===== config.mk =====
export PLATFORM = sky130hd
export DESIGN_NAME = multi_slot_alarm_timer
export DESIGN_NICKNAME = d
export VERILOG_FILES = /design/src/design/mat_pkg.sv /design/src/design/mat_ram.sv /design/src/design/mat_ctrl.sv /design/src/design/mat_dp.sv /design/src/design/multi_slot_alarm_timer.sv
export SDC_FILE = /design/constraint.sdc
export NUM_CORES = 2
export LEC_CHECK = 0
export BUFFER_PORTS_ARGS = -buffer_cell sky130_fd_sc_hd__buf_4
export CORE_UTILIZATION = 43
export DETAILED_ROUTE_END_ITERATION = 8
export HOLD_SLACK_MARGIN = 0.06
export PLACE_DENSITY_LB_ADDON = 0.15
export SYNTH_ARGS = -nofsm -noshare
export SYNTH_HDL_FRONTEND = slang
export SYNTH_SLANG_ARGS = --single-unit

===== constraint.sdc =====
create_clock -name aclk -period 5.1 [get_ports aclk]
set_clock_uncertainty 0.15 [all_clocks]
set_input_delay 0.255 -clock aclk [delete_from_list [all_inputs] [get_ports aclk]]
set_output_delay 0.255 -clock aclk [all_outputs]
set_load 0.02 [all_outputs]

===== src/design/mat_pkg.sv =====
// ----------------------------------------------------------------------------
// mat_pkg
// Shared types and constants of the multi-slot alarm timer.
// ----------------------------------------------------------------------------
package mat_pkg;

    localparam int NUM_SLOTS_DEF = 32;

    localparam int OP_W    = 3;
    localparam int SLOT_W  = 5;
    localparam int DELTA_W = 31;
    localparam int TIME_W  = 32;
    localparam int BILL_W  = 5;
    localparam int KIND_W  = 3;
    localparam int TPS_W   = 10;
    localparam int SLICE_W = 8;
    localparam int HK_W    = 2;

    localparam logic [OP_W-1:0] OP_TICK    = 3'd0;
    localparam logic [OP_W-1:0] OP_UPTIME  = 3'd1;
    localparam logic [OP_W-1:0] OP_GETTIME = 3'd2;
    localparam logic [OP_W-1:0] OP_SETTIME = 3'd3;
    localparam logic [OP_W-1:0] OP_ALARM   = 3'd4;
    localparam logic [OP_W-1:0] OP_SYNC    = 3'd5;

    localparam logic [KIND_W-1:0] KIND_REPLY   = 3'd0;
    localparam logic [KIND_W-1:0] KIND_RESCHED = 3'd4;

    localparam logic [HK_W-1:0] HK_SIGNAL   = 2'd0;
    localparam logic [HK_W-1:0] HK_SYNC     = 2'd2;
    localparam logic [HK_W-1:0] HK_RESERVED = 2'd3;

    localparam logic [TPS_W-1:0]   TPS_RST   = 10'd60;
    localparam logic [SLICE_W-1:0] SLICE_RST = 8'd6;
    localparam logic [TIME_W-1:0]  NONE_PENDING = 32'hFFFF_FFFF;

    localparam logic REG_TPS   = 1'b0;
    localparam logic REG_SLICE = 1'b1;

    typedef struct packed {
        logic load;
        logic tick;
        logic scan_start;
        logic fire_en;
        logic rd_slot;
        logic eval;
        logic set_earliest;
        logic div_start;
        logic div_arm;
        logic set_boot;
        logic arm_cap;
        logic arm_wr;
        logic push_pend;
        logic pend_last;
        logic push_resched;
        logic push_reply;
    } dp_cmd_t;

    typedef struct packed {
        logic [OP_W-1:0] op;
        logic in_range;
        logic due;
        logic old_nz;
        logic resched;
        logic pend_vld;
        logic out_free;
        logic hit;
        logic scan_last;
        logic div_busy;
    } dp_sts_t;

endpackage


===== src/design/mat_ram.sv =====
// ----------------------------------------------------------------------------
// mat_ram
// Generic RAM, one write port and one read port with registered read data.
// ----------------------------------------------------------------------------
module mat_ram #(
    parameter int WIDTH = 8,
    parameter int DEPTH = 32
) (
    input  logic                     aclk,
    input  logic                     we,
    input  logic [$clog2(DEPTH)-1:0] waddr,
    input  logic [WIDTH-1:0]         wdata,
    input  logic [$clog2(DEPTH)-1:0] raddr,
    output logic [WIDTH-1:0]         rdata
);

    logic [WIDTH-1:0] mem [DEPTH];

    always_ff @(posedge aclk) begin
        if (we) begin
            mem[waddr] <= wdata;
        end
        rdata <= mem[raddr];
    end

endmodule


===== src/design/mat_ctrl.sv =====
// ----------------------------------------------------------------------------
// mat_ctrl
// Sequencer of the alarm timer: steps one request through tick, scan,
// divide, arm and reply phases and drives the datapath commands.
// ----------------------------------------------------------------------------
module mat_ctrl import mat_pkg::*; (
    input  logic    aclk,
    input  logic    aresetn,
    input  logic    s_tvalid,
    output logic    s_tready,
    output dp_cmd_t cmd,
    input  dp_sts_t sts
);

    localparam logic [3:0] ST_IDLE  = 4'd0;
    localparam logic [3:0] ST_TICK  = 4'd1;
    localparam logic [3:0] ST_TCHK  = 4'd2;
    localparam logic [3:0] ST_SRD   = 4'd3;
    localparam logic [3:0] ST_SEV   = 4'd4;
    localparam logic [3:0] ST_SEND  = 4'd5;
    localparam logic [3:0] ST_FIN1  = 4'd6;
    localparam logic [3:0] ST_FIN2  = 4'd7;
    localparam logic [3:0] ST_DIVS  = 4'd8;
    localparam logic [3:0] ST_DIVW  = 4'd9;
    localparam logic [3:0] ST_ARD   = 4'd10;
    localparam logic [3:0] ST_AEV   = 4'd11;
    localparam logic [3:0] ST_ADIV  = 4'd12;
    localparam logic [3:0] ST_AWR   = 4'd13;
    localparam logic [3:0] ST_REPLY = 4'd14;

    logic [3:0] state_reg, state_next;

    assign s_tready = (state_reg == ST_IDLE);

    always_ff @(posedge aclk) begin
        if (!aresetn) begin
            state_reg <= ST_IDLE;
        end else begin
            state_reg <= state_next;
        end
    end

    always_comb begin
        cmd        = '0;
        state_next = state_reg;
        unique case (state_reg)
            ST_IDLE: begin
                if (s_tvalid) begin
                    cmd.load   = 1'b1;
                    state_next = ST_TICK;
                end
            end
            ST_TICK: begin
                unique case (sts.op)
                    OP_TICK: begin
                        cmd.tick   = 1'b1;
                        state_next = ST_TCHK;
                    end
                    OP_UPTIME:              state_next = ST_REPLY;
                    OP_GETTIME, OP_SETTIME: state_next = ST_DIVS;
                    OP_ALARM, OP_SYNC:      state_next = ST_ARD;
                    default:                state_next = ST_IDLE;
                endcase
            end
            ST_TCHK: begin
                if (sts.due) begin
                    cmd.scan_start = 1'b1;
                    cmd.fire_en    = 1'b1;
                    state_next     = ST_SRD;
                end else begin
                    state_next = ST_FIN1;
                end
            end
            ST_SRD: state_next = ST_SEV;
            ST_SEV: begin
                if (!(sts.hit && sts.pend_vld && !sts.out_free)) begin
                    cmd.eval   = 1'b1;
                    state_next = sts.scan_last ? ST_SEND : ST_SRD;
                end
            end
            ST_SEND: begin
                cmd.set_earliest = 1'b1;
                state_next       = (sts.op == OP_TICK) ? ST_FIN1 : ST_REPLY;
            end
            ST_FIN1: begin
                if (sts.pend_vld) begin
                    if (sts.out_free) begin
                        cmd.push_pend = 1'b1;
                        cmd.pend_last = !sts.resched;
                        state_next    = sts.resched ? ST_FIN2 : ST_IDLE;
                    end
                end else begin
                    state_next = sts.resched ? ST_FIN2 : ST_IDLE;
                end
            end
            ST_FIN2: begin
                if (sts.out_free) begin
                    cmd.push_resched = 1'b1;
                    state_next       = ST_IDLE;
                end
            end
            ST_DIVS: begin
                cmd.div_start = 1'b1;
                state_next    = ST_DIVW;
            end
            ST_DIVW: begin
                if (!sts.div_busy) begin
                    cmd.set_boot = (sts.op == OP_SETTIME);
                    state_next   = (sts.op == OP_ALARM || sts.op == OP_SYNC) ? ST_AWR
                                                                            : ST_REPLY;
                end
            end
            ST_ARD: begin
                cmd.rd_slot = 1'b1;
                state_next  = sts.in_range ? ST_AEV : ST_REPLY;
            end
            ST_AEV: begin
                cmd.arm_cap = 1'b1;
                state_next  = ST_ADIV;
            end
            ST_ADIV: begin
                if (sts.old_nz) begin
                    cmd.div_start = 1'b1;
                    cmd.div_arm   = 1'b1;
                    state_next    = ST_DIVW;
                end else begin
                    state_next = ST_AWR;
                end
            end
            ST_AWR: begin
                cmd.arm_wr     = 1'b1;
                cmd.scan_start = 1'b1;
                state_next     = ST_SRD;
            end
            ST_REPLY: begin
                if (sts.out_free) begin
                    cmd.push_reply = 1'b1;
                    state_next     = ST_IDLE;
                end
            end
            default: state_next = ST_IDLE;
        endcase
    end

endmodule


===== src/design/mat_dp.sv =====
// ----------------------------------------------------------------------------
// mat_dp
// Datapath of the alarm timer: counters, deadline store, slot scan,
// serial divider, pending fired result and the output register.
// ----------------------------------------------------------------------------
module mat_dp import mat_pkg::*; #(
    parameter int NUM_SLOTS = NUM_SLOTS_DEF
) (
    input  logic                aclk,
    input  logic                aresetn,
    input  dp_cmd_t             cmd,
    output dp_sts_t             sts,
    input  logic [OP_W-1:0]     in_op,
    input  logic [SLOT_W-1:0]   in_slot,
    input  logic [DELTA_W-1:0]  in_delta,
    input  logic [TIME_W-1:0]   in_time,
    input  logic                in_cb,
    input  logic [BILL_W-1:0]   in_billed,
    input  logic [TPS_W-1:0]    cfg_tps,
    input  logic [SLICE_W-1:0]  cfg_slice,
    output logic                out_valid,
    input  logic                out_ready,
    output logic [KIND_W-1:0]   out_kind,
    output logic [SLOT_W-1:0]   out_slot,
    output logic [TIME_W-1:0]   out_value,
    output logic                out_last
);

    localparam int AW = $clog2(NUM_SLOTS);
    localparam int RW = HK_W + TIME_W;
    localparam int CW = $clog2(TIME_W + 1);

    logic [OP_W-1:0]    op_reg;
    logic [SLOT_W-1:0]  slot_reg;
    logic [DELTA_W-1:0] delta_reg;
    logic [TIME_W-1:0]  time_reg;
    logic               cb_reg;
    logic [BILL_W-1:0]  billed_reg;

    logic [TIME_W-1:0]  uptime_reg, boot_reg, earliest_reg, min_reg, old_d_reg;
    logic [SLICE_W-1:0] slice_reg;
    logic [BILL_W-1:0]  prev_reg;
    logic               resched_reg, fire_en_reg, rvld_reg;
    logic [NUM_SLOTS-1:0] valid_reg;
    logic [AW-1:0]      idx_reg;
    logic               pend_vld_reg;
    logic [KIND_W-1:0]  pend_kind_reg;
    logic [SLOT_W-1:0]  pend_slot_reg;
    logic [TPS_W-1:0]   rem_reg;
    logic [TIME_W-1:0]  quot_reg;
    logic [CW-1:0]      cnt_reg;
    logic               busy_reg;

    logic [AW-1:0]      slot_a, raddr;
    logic [RW-1:0]      rdata, wdata;
    logic [TIME_W-1:0]  rd_d, new_d, reply_val;
    logic [HK_W-1:0]    rd_k, hk_new, hk_fire;
    logic [KIND_W-1:0]  fire_kind;
    logic               in_range, hit, push;
    logic [SLICE_W-1:0] slice_next;
    logic [TPS_W-1:0]   dvsr;
    logic [TPS_W:0]     rem_sh, rem_diff;

    assign slot_a   = AW'(slot_reg);
    assign raddr    = cmd.rd_slot ? slot_a : idx_reg;
    assign in_range = 32'(slot_reg) < 32'(NUM_SLOTS);
    assign hk_new   = (op_reg == OP_SYNC) ? HK_SYNC : {1'b0, cb_reg};
    assign new_d    = (delta_reg == '0) ? '0 : uptime_reg + {1'b0, delta_reg};
    assign wdata    = {hk_new, new_d};

    mat_ram #(.WIDTH(RW), .DEPTH(NUM_SLOTS)) u_ram (
        .aclk  (aclk),
        .we    (cmd.arm_wr),
        .waddr (slot_a),
        .wdata (wdata),
        .raddr (raddr),
        .rdata (rdata)
    );

    assign rd_d      = rvld_reg ? rdata[TIME_W-1:0] : '0;
    assign rd_k      = rvld_reg ? rdata[RW-1:TIME_W] : HK_SIGNAL;
    assign hk_fire   = (rd_k == HK_RESERVED) ? HK_SYNC : rd_k;
    assign fire_kind = {1'b0, hk_fire} + 3'd1;
    assign hit       = fire_en_reg && (rd_d != '0) && (rd_d <= uptime_reg);
    assign slice_next = slice_reg - 8'd1;

    assign dvsr     = (cfg_tps == '0) ? 10'd1 : cfg_tps;
    assign rem_sh   = {rem_reg, quot_reg[TIME_W-1]};
    assign rem_diff = rem_sh - {1'b0, dvsr};

    always_comb begin
        unique case (op_reg)
            OP_UPTIME:         reply_val = uptime_reg;
            OP_GETTIME:        reply_val = boot_reg + quot_reg;
            OP_ALARM, OP_SYNC: reply_val = (in_range && old_d_reg != '0) ? quot_reg : '0;
            default:           reply_val = '0;
        endcase
    end

    assign sts.op        = op_reg;
    assign sts.in_range  = in_range;
    assign sts.due       = earliest_reg <= uptime_reg;
    assign sts.old_nz    = old_d_reg != '0;
    assign sts.resched   = resched_reg;
    assign sts.pend_vld  = pend_vld_reg;
    assign sts.out_free  = !out_valid || out_ready;
    assign sts.hit       = hit;
    assign sts.scan_last = idx_reg == AW'(NUM_SLOTS - 1);
    assign sts.div_busy  = busy_reg;

    assign push = (cmd.eval && hit && pend_vld_reg) || cmd.push_pend
                  || cmd.push_resched || cmd.push_reply;

    always_ff @(posedge aclk) begin
        if (cmd.load) begin
            op_reg     <= in_op;
            slot_reg   <= in_slot;
            delta_reg  <= in_delta;
            time_reg   <= in_time;
            cb_reg     <= in_cb;
            billed_reg <= in_billed;
        end
        rvld_reg <= valid_reg[raddr];
        if (cmd.scan_start) begin
            idx_reg <= '0;
            min_reg <= NONE_PENDING;
        end else if (cmd.eval) begin
            idx_reg <= idx_reg + 1'b1;
            if (!hit && rd_d != '0 && rd_d < min_reg) begin
                min_reg <= rd_d;
            end
        end
        if (cmd.eval && hit) begin
            pend_kind_reg <= fire_kind;
            pend_slot_reg <= SLOT_W'(idx_reg);
        end
        if (cmd.arm_cap) begin
            old_d_reg <= rd_d;
        end
        if (cmd.div_start) begin
            quot_reg <= cmd.div_arm ? old_d_reg - uptime_reg : uptime_reg;
            rem_reg  <= '0;
            cnt_reg  <= CW'(TIME_W);
        end else if (busy_reg) begin
            if (!rem_diff[TPS_W]) begin
                rem_reg  <= rem_diff[TPS_W-1:0];
                quot_reg <= {quot_reg[TIME_W-2:0], 1'b1};
            end else begin
                rem_reg  <= rem_sh[TPS_W-1:0];
                quot_reg <= {quot_reg[TIME_W-2:0], 1'b0};
            end
            cnt_reg <= cnt_reg - 1'b1;
        end
        if (push) begin
            priority if (cmd.push_reply) begin
                out_kind  <= KIND_REPLY;
                out_slot  <= '0;
                out_value <= reply_val;
                out_last  <= 1'b1;
            end else if (cmd.push_resched) begin
                out_kind  <= KIND_RESCHED;
                out_slot  <= '0;
                out_value <= '0;
                out_last  <= 1'b1;
            end else begin
                out_kind  <= pend_kind_reg;
                out_slot  <= pend_slot_reg;
                out_value <= '0;
                out_last  <= cmd.push_pend && cmd.pend_last;
            end
        end
    end

    always_ff @(posedge aclk) begin
        if (!aresetn) begin
            uptime_reg   <= '0;
            boot_reg     <= '0;
            earliest_reg <= NONE_PENDING;
            slice_reg    <= SLICE_RST;
            prev_reg     <= '0;
            resched_reg  <= 1'b0;
            fire_en_reg  <= 1'b0;
            valid_reg    <= '0;
            pend_vld_reg <= 1'b0;
            busy_reg     <= 1'b0;
            out_valid    <= 1'b0;
        end else begin
            if (cmd.tick) begin
                uptime_reg <= uptime_reg + 32'd1;
                if (slice_next == '0) begin
                    resched_reg <= (billed_reg == prev_reg);
                    slice_reg   <= cfg_slice;
                    prev_reg    <= billed_reg;
                end else begin
                    resched_reg <= 1'b0;
                    slice_reg   <= slice_next;
                end
            end
            if (cmd.set_boot) begin
                boot_reg <= time_reg - quot_reg;
            end
            if (cmd.set_earliest) begin
                earliest_reg <= min_reg;
            end
            if (cmd.scan_start) begin
                fire_en_reg <= cmd.fire_en;
            end
            if (cmd.arm_wr) begin
                valid_reg[slot_a] <= 1'b1;
            end
            if (cmd.eval && hit) begin
                valid_reg[idx_reg] <= 1'b0;
                pend_vld_reg       <= 1'b1;
            end else if (cmd.push_pend) begin
                pend_vld_reg <= 1'b0;
            end
            if (cmd.div_start) begin
                busy_reg <= 1'b1;
            end else if (busy_reg && cnt_reg == CW'(1)) begin
                busy_reg <= 1'b0;
            end
            if (push) begin
                out_valid <= 1'b1;
            end else if (out_ready) begin
                out_valid <= 1'b0;
            end
        end
    end

endmodule


===== src/design/multi_slot_alarm_timer.sv =====
// ----------------------------------------------------------------------------
// multi_slot_alarm_timer
// Tick counter with per-slot alarm deadlines and a scheduling time slice.
// ----------------------------------------------------------------------------
// Usage:
//   s_* carries one request per beat: s_tuser is the opcode, s_tdata the
//   operands. m_* returns results: m_tuser is the result kind, m_tlast marks
//   the final result of a request. Registers ticks_per_second (0x0) and
//   slice_ticks (0x4) are written over the APB port; the user must write
//   them only while the block is idle, which the block does not enforce.
//   Requests are taken one at a time. A tick with no due alarm skips the
//   scan; a tick with due alarms or an arm request for a slot in range
//   scans every slot of the deadline RAM, one RAM read per slot. Time
//   reads, time set and the seconds left on an arm use a one-bit-per-cycle
//   divider. A result waits in the output register while the next request
//   is accepted; a stalled receiver holds the scan only when a second fired
//   result is ready. Reset clears the counters, all alarms and the output;
//   no clearing pass runs, slot valid bits clear at once.
// ----------------------------------------------------------------------------
module multi_slot_alarm_timer import mat_pkg::*; #(
    parameter int NUM_SLOTS = NUM_SLOTS_DEF
) (
    input  logic        aclk,
    input  logic        aresetn,
    input  logic        s_tvalid,
    output logic        s_tready,
    input  logic [2:0]  s_tuser,   // op
    input  logic [79:0] s_tdata,   // slot, delay, wall_secs, use_callback, billed_proc
    output logic        m_tvalid,
    input  logic        m_tready,
    output logic [2:0]  m_tuser,   // kind
    output logic [39:0] m_tdata,   // fired_slot, value
    output logic        m_tlast,
    input  logic        psel,
    input  logic        penable,
    input  logic        pwrite,
    input  logic [2:0]  paddr,
    input  logic [31:0] pwdata,
    output logic [31:0] prdata,
    output logic        pready
);

    logic [TPS_W-1:0]   tps_reg;
    logic [SLICE_W-1:0] slice_reg;
    dp_cmd_t            cmd;
    dp_sts_t            sts;
    logic [SLOT_W-1:0]  out_slot;
    logic [TIME_W-1:0]  out_value;

    assign pready = 1'b1;
    assign prdata = (paddr[2] == REG_SLICE) ? {24'd0, slice_reg} : {22'd0, tps_reg};

    always_ff @(posedge aclk) begin
        if (!aresetn) begin
            tps_reg   <= TPS_RST;
            slice_reg <= SLICE_RST;
        end else if (psel && penable && pwrite && pready) begin
            unique case (paddr[2])
                REG_TPS:   tps_reg   <= pwdata[TPS_W-1:0];
                REG_SLICE: slice_reg <= pwdata[SLICE_W-1:0];
                default:   tps_reg   <= tps_reg;
            endcase
        end
    end

    mat_ctrl u_ctrl (
        .aclk     (aclk),
        .aresetn  (aresetn),
        .s_tvalid (s_tvalid),
        .s_tready (s_tready),
        .cmd      (cmd),
        .sts      (sts)
    );

    mat_dp #(.NUM_SLOTS(NUM_SLOTS)) u_dp (
        .aclk      (aclk),
        .aresetn   (aresetn),
        .cmd       (cmd),
        .sts       (sts),
        .in_op     (s_tuser),
        .in_slot   (s_tdata[4:0]),
        .in_delta  (s_tdata[35:5]),
        .in_time   (s_tdata[67:36]),
        .in_cb     (s_tdata[68]),
        .in_billed (s_tdata[73:69]),
        .cfg_tps   (tps_reg),
        .cfg_slice (slice_reg),
        .out_valid (m_tvalid),
        .out_ready (m_tready),
        .out_kind  (m_tuser),
        .out_slot  (out_slot),
        .out_value (out_value),
        .out_last  (m_tlast)
    );

    assign m_tdata = {3'd0, out_value, out_slot};

endmodule


# --- Word level (Yosys, flattened, before mapping) ---
# Memory sizes are Yosys's and may differ from the RTL's. A register that Yosys moved wholly into a read port is not among the register bits.
# Index checks and enable logic that the tools add are counted.
op_classes:
  bitwise: 4
  mux: 73
  eq_ne: 28
  n_reduce_logical: 43
  n_lt_le_gt_ge: 8
  add_sub_neg: 10
op_table:
  columns: ["op", "n"]
  rows:
  - ["32-bit two-way mux", 9]
  - ["32-bit one-hot mux with 3 select lines", 1]
  - ["32-bit <= comparator", 2]
  - ["32-bit nonzero test", 2]
  - ["32-bit subtractor", 2]
  - ["4-bit one-hot mux with 14 select lines", 1]
  - ["32-bit by 1-bit adder with 32-bit output (second input constant)", 1]
  - ["32-bit by 31-bit adder with 32-bit output", 1]
  - ["32-bit adder", 1]
  - ["32-bit bitwise AND", 1]
  - ["32-bit less-than comparator", 1]
  - ["32-bit inverter", 1]
  - ["32-bit bitwise OR", 1]
  - ["31-bit zero test", 1]
  - ["1-bit two-way mux", 30]
  - ["10-bit two-way mux", 3]
  - ["4-bit == test (second input constant)", 7]
  - ["4-bit two-way mux", 7]
  - ["5-bit by 6-bit less-than comparator with 1-bit output (second input constant)", 3]
  - ["2-bit two-way mux", 9]
  - ["4-bit by 3-bit == test with 1-bit output (second input constant)", 4]
  - ["4-bit one-hot mux with 4 select lines", 1]
  - ["3-bit two-way mux", 5]
  - ["1-bit logical AND", 14]
  - ["34 further kinds", 58]
totals:
  ff_bits: 412
  in_bits: 125
  mem_bits_rw: 1088
  output_inout_bits: 79
  n_memories: 1
  word_cells: 201
memory_table:
  columns: ["memory", "depth", "word_bits", "read_ports", "rd_clocked_by_memory_dff", "wr", "line_no", "text"]
  rows:
  - ["u_dp.u_ram.mem", 32, 34, 1, 1, 1, "mat_ram.sv:17", "logic [WIDTH-1:0] mem [DEPTH];"]

# --- Longest topological paths before layout ---
logic_depth:
  ltp_word: 14
  ltp_mapped: 16
  ltp_nobuf: 14

# --- Modules after synthesis ---
# From an unflattened synthesis, not the netlist that was laid out.
hier_totals:
  hier_cells: 5298
  hier_area_um2: 69819.5
by_module_without_submodules:
  columns: ["module", "area_per_inst_um2", "instances", "seq_area_each_um2", "cells_each"]
  rows:
  - ["mat_ram", 43106.3, 1, 33352.0, 2399]
  - ["mat_dp", 25026.5, 1, 9709.3, 2691]
  - ["multi_slot_alarm_timer", 1052.3, 1, 360.3, 115]
  - ["mat_ctrl", 634.4, 1, 80.1, 93]

# --- Worst setup path before layout ---
# Ideal clock, no wire load.
synth_timing:
  path_type: "register -> register"
  from: "register u_dp.uptime_reg[0]"
  to: "memory u_dp.u_ram.mem[0][28] in the netlist's numbering, data pin"
  setup_ps: 351
  path_buffers: 0
  path_stages_with_launch: 13
  required_time_ps: 4599
  period_less_slack_ps: 4037
  arrival_ps: 3536
  path_slack_ps: 1063
  cell_sequence: "dfxtp_1 -> ha_1 -> fa_1 -> a211oi_1 -> o211ai_1 -> nand3_1 -> o221ai_1 -> a21o_1 -> o21a_1 -> and4_1 -> or3_1 -> xnor2_1 -> nor2_1"
synth_via:
  elab_chain_len: 2
synth_lines:
  columns: ["item", "line_no", "text"]
  rows:
  - ["start: declaration", "mat_dp.sv:40", "logic [TIME_W-1:0] uptime_reg, boot_reg, earliest_reg, min_reg, old_d_reg;"]
  - ["start signal: assignment", "mat_dp.sv:189", "uptime_reg <= uptime_reg + 32'd1;"]
  - ["32-bit by 31-bit adder with 32-bit output", "mat_dp.sv:68", "assign new_d = (delta_reg == '0) ? '0 : uptime_reg + {1'b0, delta_reg};"]
  - ["32-bit two-way mux", "mat_dp.sv:68", null]
  - ["net u_dp.new_d[28]", "mat_dp.sv:56", "logic [TIME_W-1:0] rd_d, new_d, reply_val;"]
  - ["end: declaration", "mat_ram.sv:17", null]
# The timed path passes the listed nets, and every way through them passes these cells.

# --- Worst setup path in the final report ---
layout_timing:
  from: "register u_dp.rvld_reg"
  to: "register u_dp.out_value[31], enable pin"
layout_via:
  elab_chain_len: 13
  word_cells_on_any_way: 14
  classes_between: "order compare: 1; mux: 3; reduce/logical: 10"
layout_lines:
  columns: ["item", "line_no", "text"]
  rows:
  - ["start: declaration", "mat_dp.sv:43", "logic resched_reg, fire_en_reg, rvld_reg;"]
  - ["start signal: assignment", "mat_dp.sv:123", "rvld_reg <= valid_reg[raddr];"]
  - ["32-bit two-way mux *", "mat_dp.sv:80", "assign rd_d = rvld_reg ? rdata[TIME_W-1:0] : '0;"]
  - ["net u_dp.rd_d[30]", "mat_dp.sv:56", null]
  - ["branches (longest 2 deep; another with 32-bit <= comparator)", null, null]
  - ["1-bit logical AND *", "mat_dp.sv:84", "assign hit = fire_en_reg && (rd_d != '0) && (rd_d <= uptime_reg);"]
  - ["1-bit logical AND (2 in a row)", "mat_ctrl.sv:76", "if (!(sts.hit && sts.pend_vld && !sts.out_free)) begin"]
  - ["1-bit two-way mux", "mat_ctrl.sv:76", null]
  - ["1-bit two-way mux", "mat_ctrl.sv:46", "unique case (state_reg)"]
  - ["1-bit logical AND * (2 in a row)", "mat_dp.sv:111", "assign push = (cmd.eval && hit && pend_vld_reg) || cmd.push_pend"]
  - ["1-bit logical OR *", "mat_dp.sv:111", null]
  - ["1-bit logical OR * (2 in a row)", "mat_dp.sv:112", "|| cmd.push_resched || cmd.push_reply;"]
  - ["net u_dp.push", "mat_dp.sv:59", "logic in_range, hit, push;"]
  - ["end signal: assignment", "mat_dp.sv:158", "out_value <= reply_val;"]
  - ["end: declaration", "mat_dp.sv:25", "output logic [TIME_W-1:0] out_value,"]
# Mark *: on every way through the listed nets, which the timed path passes.
# A chain may end at the register's enable or synchronous reset.

==> results.tsv <==
metric	value	unit
drt-wirelength-per-cell	25.6	um
drt_iter0_drc	4067	
dp_slack	0.547	ns
ys_seq_area_share	64.0	%
drc	0	
hold_viol_final	0	
fin_nets	5664	
fin_crit	4.62	ns
setup_tns	0	ns
grt_overflow	0	
dpl_cell_area	0.0726	mm2
clkLatencyLatePin	0.81	ns
antenna_left	0	
cellLeakagePower	28.6	nW
crit_path_max_fanout	41	
syn_inst	4880	
cts_root_buffer	clkbuf_16	
grt_pass1_vias	42100	
grt_first_pass_wirelength	280000	um
synthFlopType	edfxtp_1	
vias	43100	
dp_hpwl	121000	um
start_kind	register	
dieHeight	400	um
portBuffers	147	
slew_violations	0	
antenna_found_initial	1	
track_usage	24.0	%
numCtsBuffers	162	
syn_to_final_growth	17.2	%
layout-drive-gt1-share	16.8	%
ys_types	85	
ctsHoldBuffers	186	
avgSynthCellArea	13.9	um2
cts_num_sinks	1534	
registers.top_by_ff_count	u_dp.u_ram.mem	
dr.pass1.iters	7	
max_slew_margin	14.2	%
worstSetupPathType	reg -> reg	
cts_tree	built	
syn-cell-area	0.0680	mm2
worstMarginPinSlew	1.28	ns
p_per_area	500	mW/mm2
async_flop_share	0	%
die_w	400	um
wl	192000	um
r2r_slack	0.48	ns
r2r-start	u_dp.rvld_reg	
clockBufferDepth	3	
postLayoutCoreUtil	50.9	%
reg.largest.list	u_dp.u_ram.mem x1088, u_dp.u_ram.rdata x34	
max_freq	0.217	GHz
num_rows	145	
grt_setup_unrepaired	false	
place.gp.congestion	0.886	
synth_seq_cells	1534	
status	complete, no violations	
setup_ws	0.483	ns
ios	204	
setup_viol	0	
peakVddDrop	0.000449	V
r2r_cells	14	
crit_chain	buf_4, and2_1, ha_1, nand4_1, nor2_1, and4_1, and4_1, o21bai_1, nand2_1, nor2_1, and2_1, nand2b_1, a21o_2, buf_12	
largest_register_ffs	1088	
finalCritPeriodShare	90.5	%
drt-vias-per-instance	5.74	
critPathArrivalTime	4.92	ns
path_clk_slew	0.06	ns
whs	0.116	ns
coreArea	0.157	mm2
synth-edff-count	1278	
yosys_warnings	0	
crit_required	5.40	ns
hp-class	in -> reg	
post_cts_buffers	0	
cts_max_level	4	
cp-endpoint	u_dp.out_value[31]	
critPathCaptureType	register	
startpoint	u_dp.rvld_reg	
fin_area	0.0797	mm2
grt_max_degree	105	
cpMaxStageDelayCell	dfxtp_1	
max_cap_viol_count	0	
fp.dieArea	0.160	mm2
critPathMaxStageDelay	0.97	ns
r2r_end	u_dp.out_value[31]	
start_util	43.4	%
cts_resized	0	
## through the flow
step                total power, mW  std cells
floorplan                      24.4       4905
global placement               28.3       7006
detailed placement             28.4       7006
CTS                            40.1       7490
global route                   41.8       7490
finish                         39.8       7494
## power by group
| group | internal (mW) | switching, mW | total (mW) |
|---|---|---|---|
| clock network | 6.54 | 5.06 | 11.6 |
| logic | 5.04 | 7.40 | 12.4 |
| registers | 15.0 | 0.766 | 15.8 |
## worst min-delay path by stage
stage | startpoint | to | slack (ns) | depth (start not counted)
2_1_floorplan | s_tdata[69] | u_dp.billed_reg[0] | 0.20 | 0
5_1_grt | s_tdata[0] | u_dp.slot_a[0] | 0.09 | 2
3_3_place_gp | s_tdata[56] | u_dp.time_reg[20] | 0.28 | 1
4_1_cts | s_tdata[0] | u_dp.slot_a[0] | 0.07 | 2
3_5_place_dp | s_tdata[70] | u_dp.billed_reg[1] | 0.28 | 1
6_report | s_tdata[1] | u_dp.slot_a[1] | 0.12 | 2
## layer usage
| layer | GRT usage (%) | up-vias | wire (um) |
|---|---|---|---|
| li1 | - | 19500 | - |
| met1 | 33.3 | 21900 | 83400 |
| met2 | 38.7 | 1417 | 91100 |
| met3 | 4.20 | 260 | 12300 |
| met4 | 7.03 | 0 | 5010 |
| met5 | 0 | - | 0 |
## cells by family after synthesis
kind of cell,synth area share [%]
buf+inv,2.53
other cells,0.0110
fa+ha+maj,4.49
flops,64.0
simple gates,9.49
xor+xnor,1.87
mux,9.80
compound gates,7.80
## layout make-up
| type | instances | area [um2] |
|---|---|---|
| Tap cell | 2058 | 2570 |
| Antenna cell | 4 | 10.0 |
| Inverter | 157 | 589 |
| Multi-Input combinational cell | 2959 | 23300 |
| Clock buffer | 206 | 4300 |
| Sequential cell | 1534 | 43500 |
| Timing Repair Buffer | 484 | 4510 |
| Fill cell | 13300 | 76900 |
| Clock inverter | 92 | 917 |
## cell usage in the layout, fill, tap and decap left out, types with 42 or more instances in the layout
cell type / count
a211oi_1: 52
nor3_1: 45
nor2_1: 239
nand3_1: 225
inv_1: 155
and2_1: 42
xor2_1: 48
clkbuf_16: 164
mux4_2: 280
nand2_1: 545
a21o_1: 87
dlygate4sd3_1: 186
o21ai_0: 139
ha_1: 236
edfxtp_1: 1278
buf_4: 265
xnor2_1: 97
a21oi_1: 230
a31oi_1: 58
dfxtp_1: 256
o211ai_1: 48
## Yosys cell counts (8+ instances only)
cell type | count | area share (%)
o21a_1 | 30 | 0.33
buf_4 | 27 | 0.30
nor2b_1 | 40 | 0.37
o211ai_1 | 48 | 0.53
nand3_1 | 225 | 1.7
a31oi_1 | 58 | 0.53
ha_1 | 236 | 4.3
xnor2_1 | 97 | 1.2
a21boi_0 | 8 | 0.088
a211oi_1 | 52 | 0.57
nor3b_1 | 15 | 0.17
a21o_1 | 88 | 0.97
clkbuf_1 | 160 | 0.88
o21ai_0 | 139 | 1.0
and2_1 | 42 | 0.39
o31ai_1 | 10 | 0.11
o21bai_1 | 15 | 0.17
nand2_1 | 546 | 3.0
o21ai_1 | 39 | 0.29
nor3_1 | 48 | 0.35
buf_2 | 47 | 0.35
buf_1 | 19 | 0.10
or3_1 | 23 | 0.21
dfxtp_1 | 256 | 7.5
a21oi_1 | 230 | 1.7
inv_1 | 156 | 0.86
xor2_1 | 48 | 0.62
a41oi_1 | 8 | 0.10
mux2i_1 | 31 | 0.46
edfxtp_1 | 1278 | 56
nor2_1 | 301 | 1.7
nand2b_1 | 29 | 0.27
a222oi_1 | 26 | 0.38
mux4_2 | 280 | 9.3
nand4_1 | 33 | 0.30
and4_1 | 14 | 0.18
and3_1 | 22 | 0.20
nor4_1 | 32 | 0.29
## critical path, delay by kind of cell (launching register included)
family,cells,cell delay [ns]
flops,1,0.97
buf+inv,2,0.57
simple gates,9,1.97
compound gates,2,0.31
fa+ha+maj,1,0.19
No activity file was read; power rests on OpenSTA's default activity.
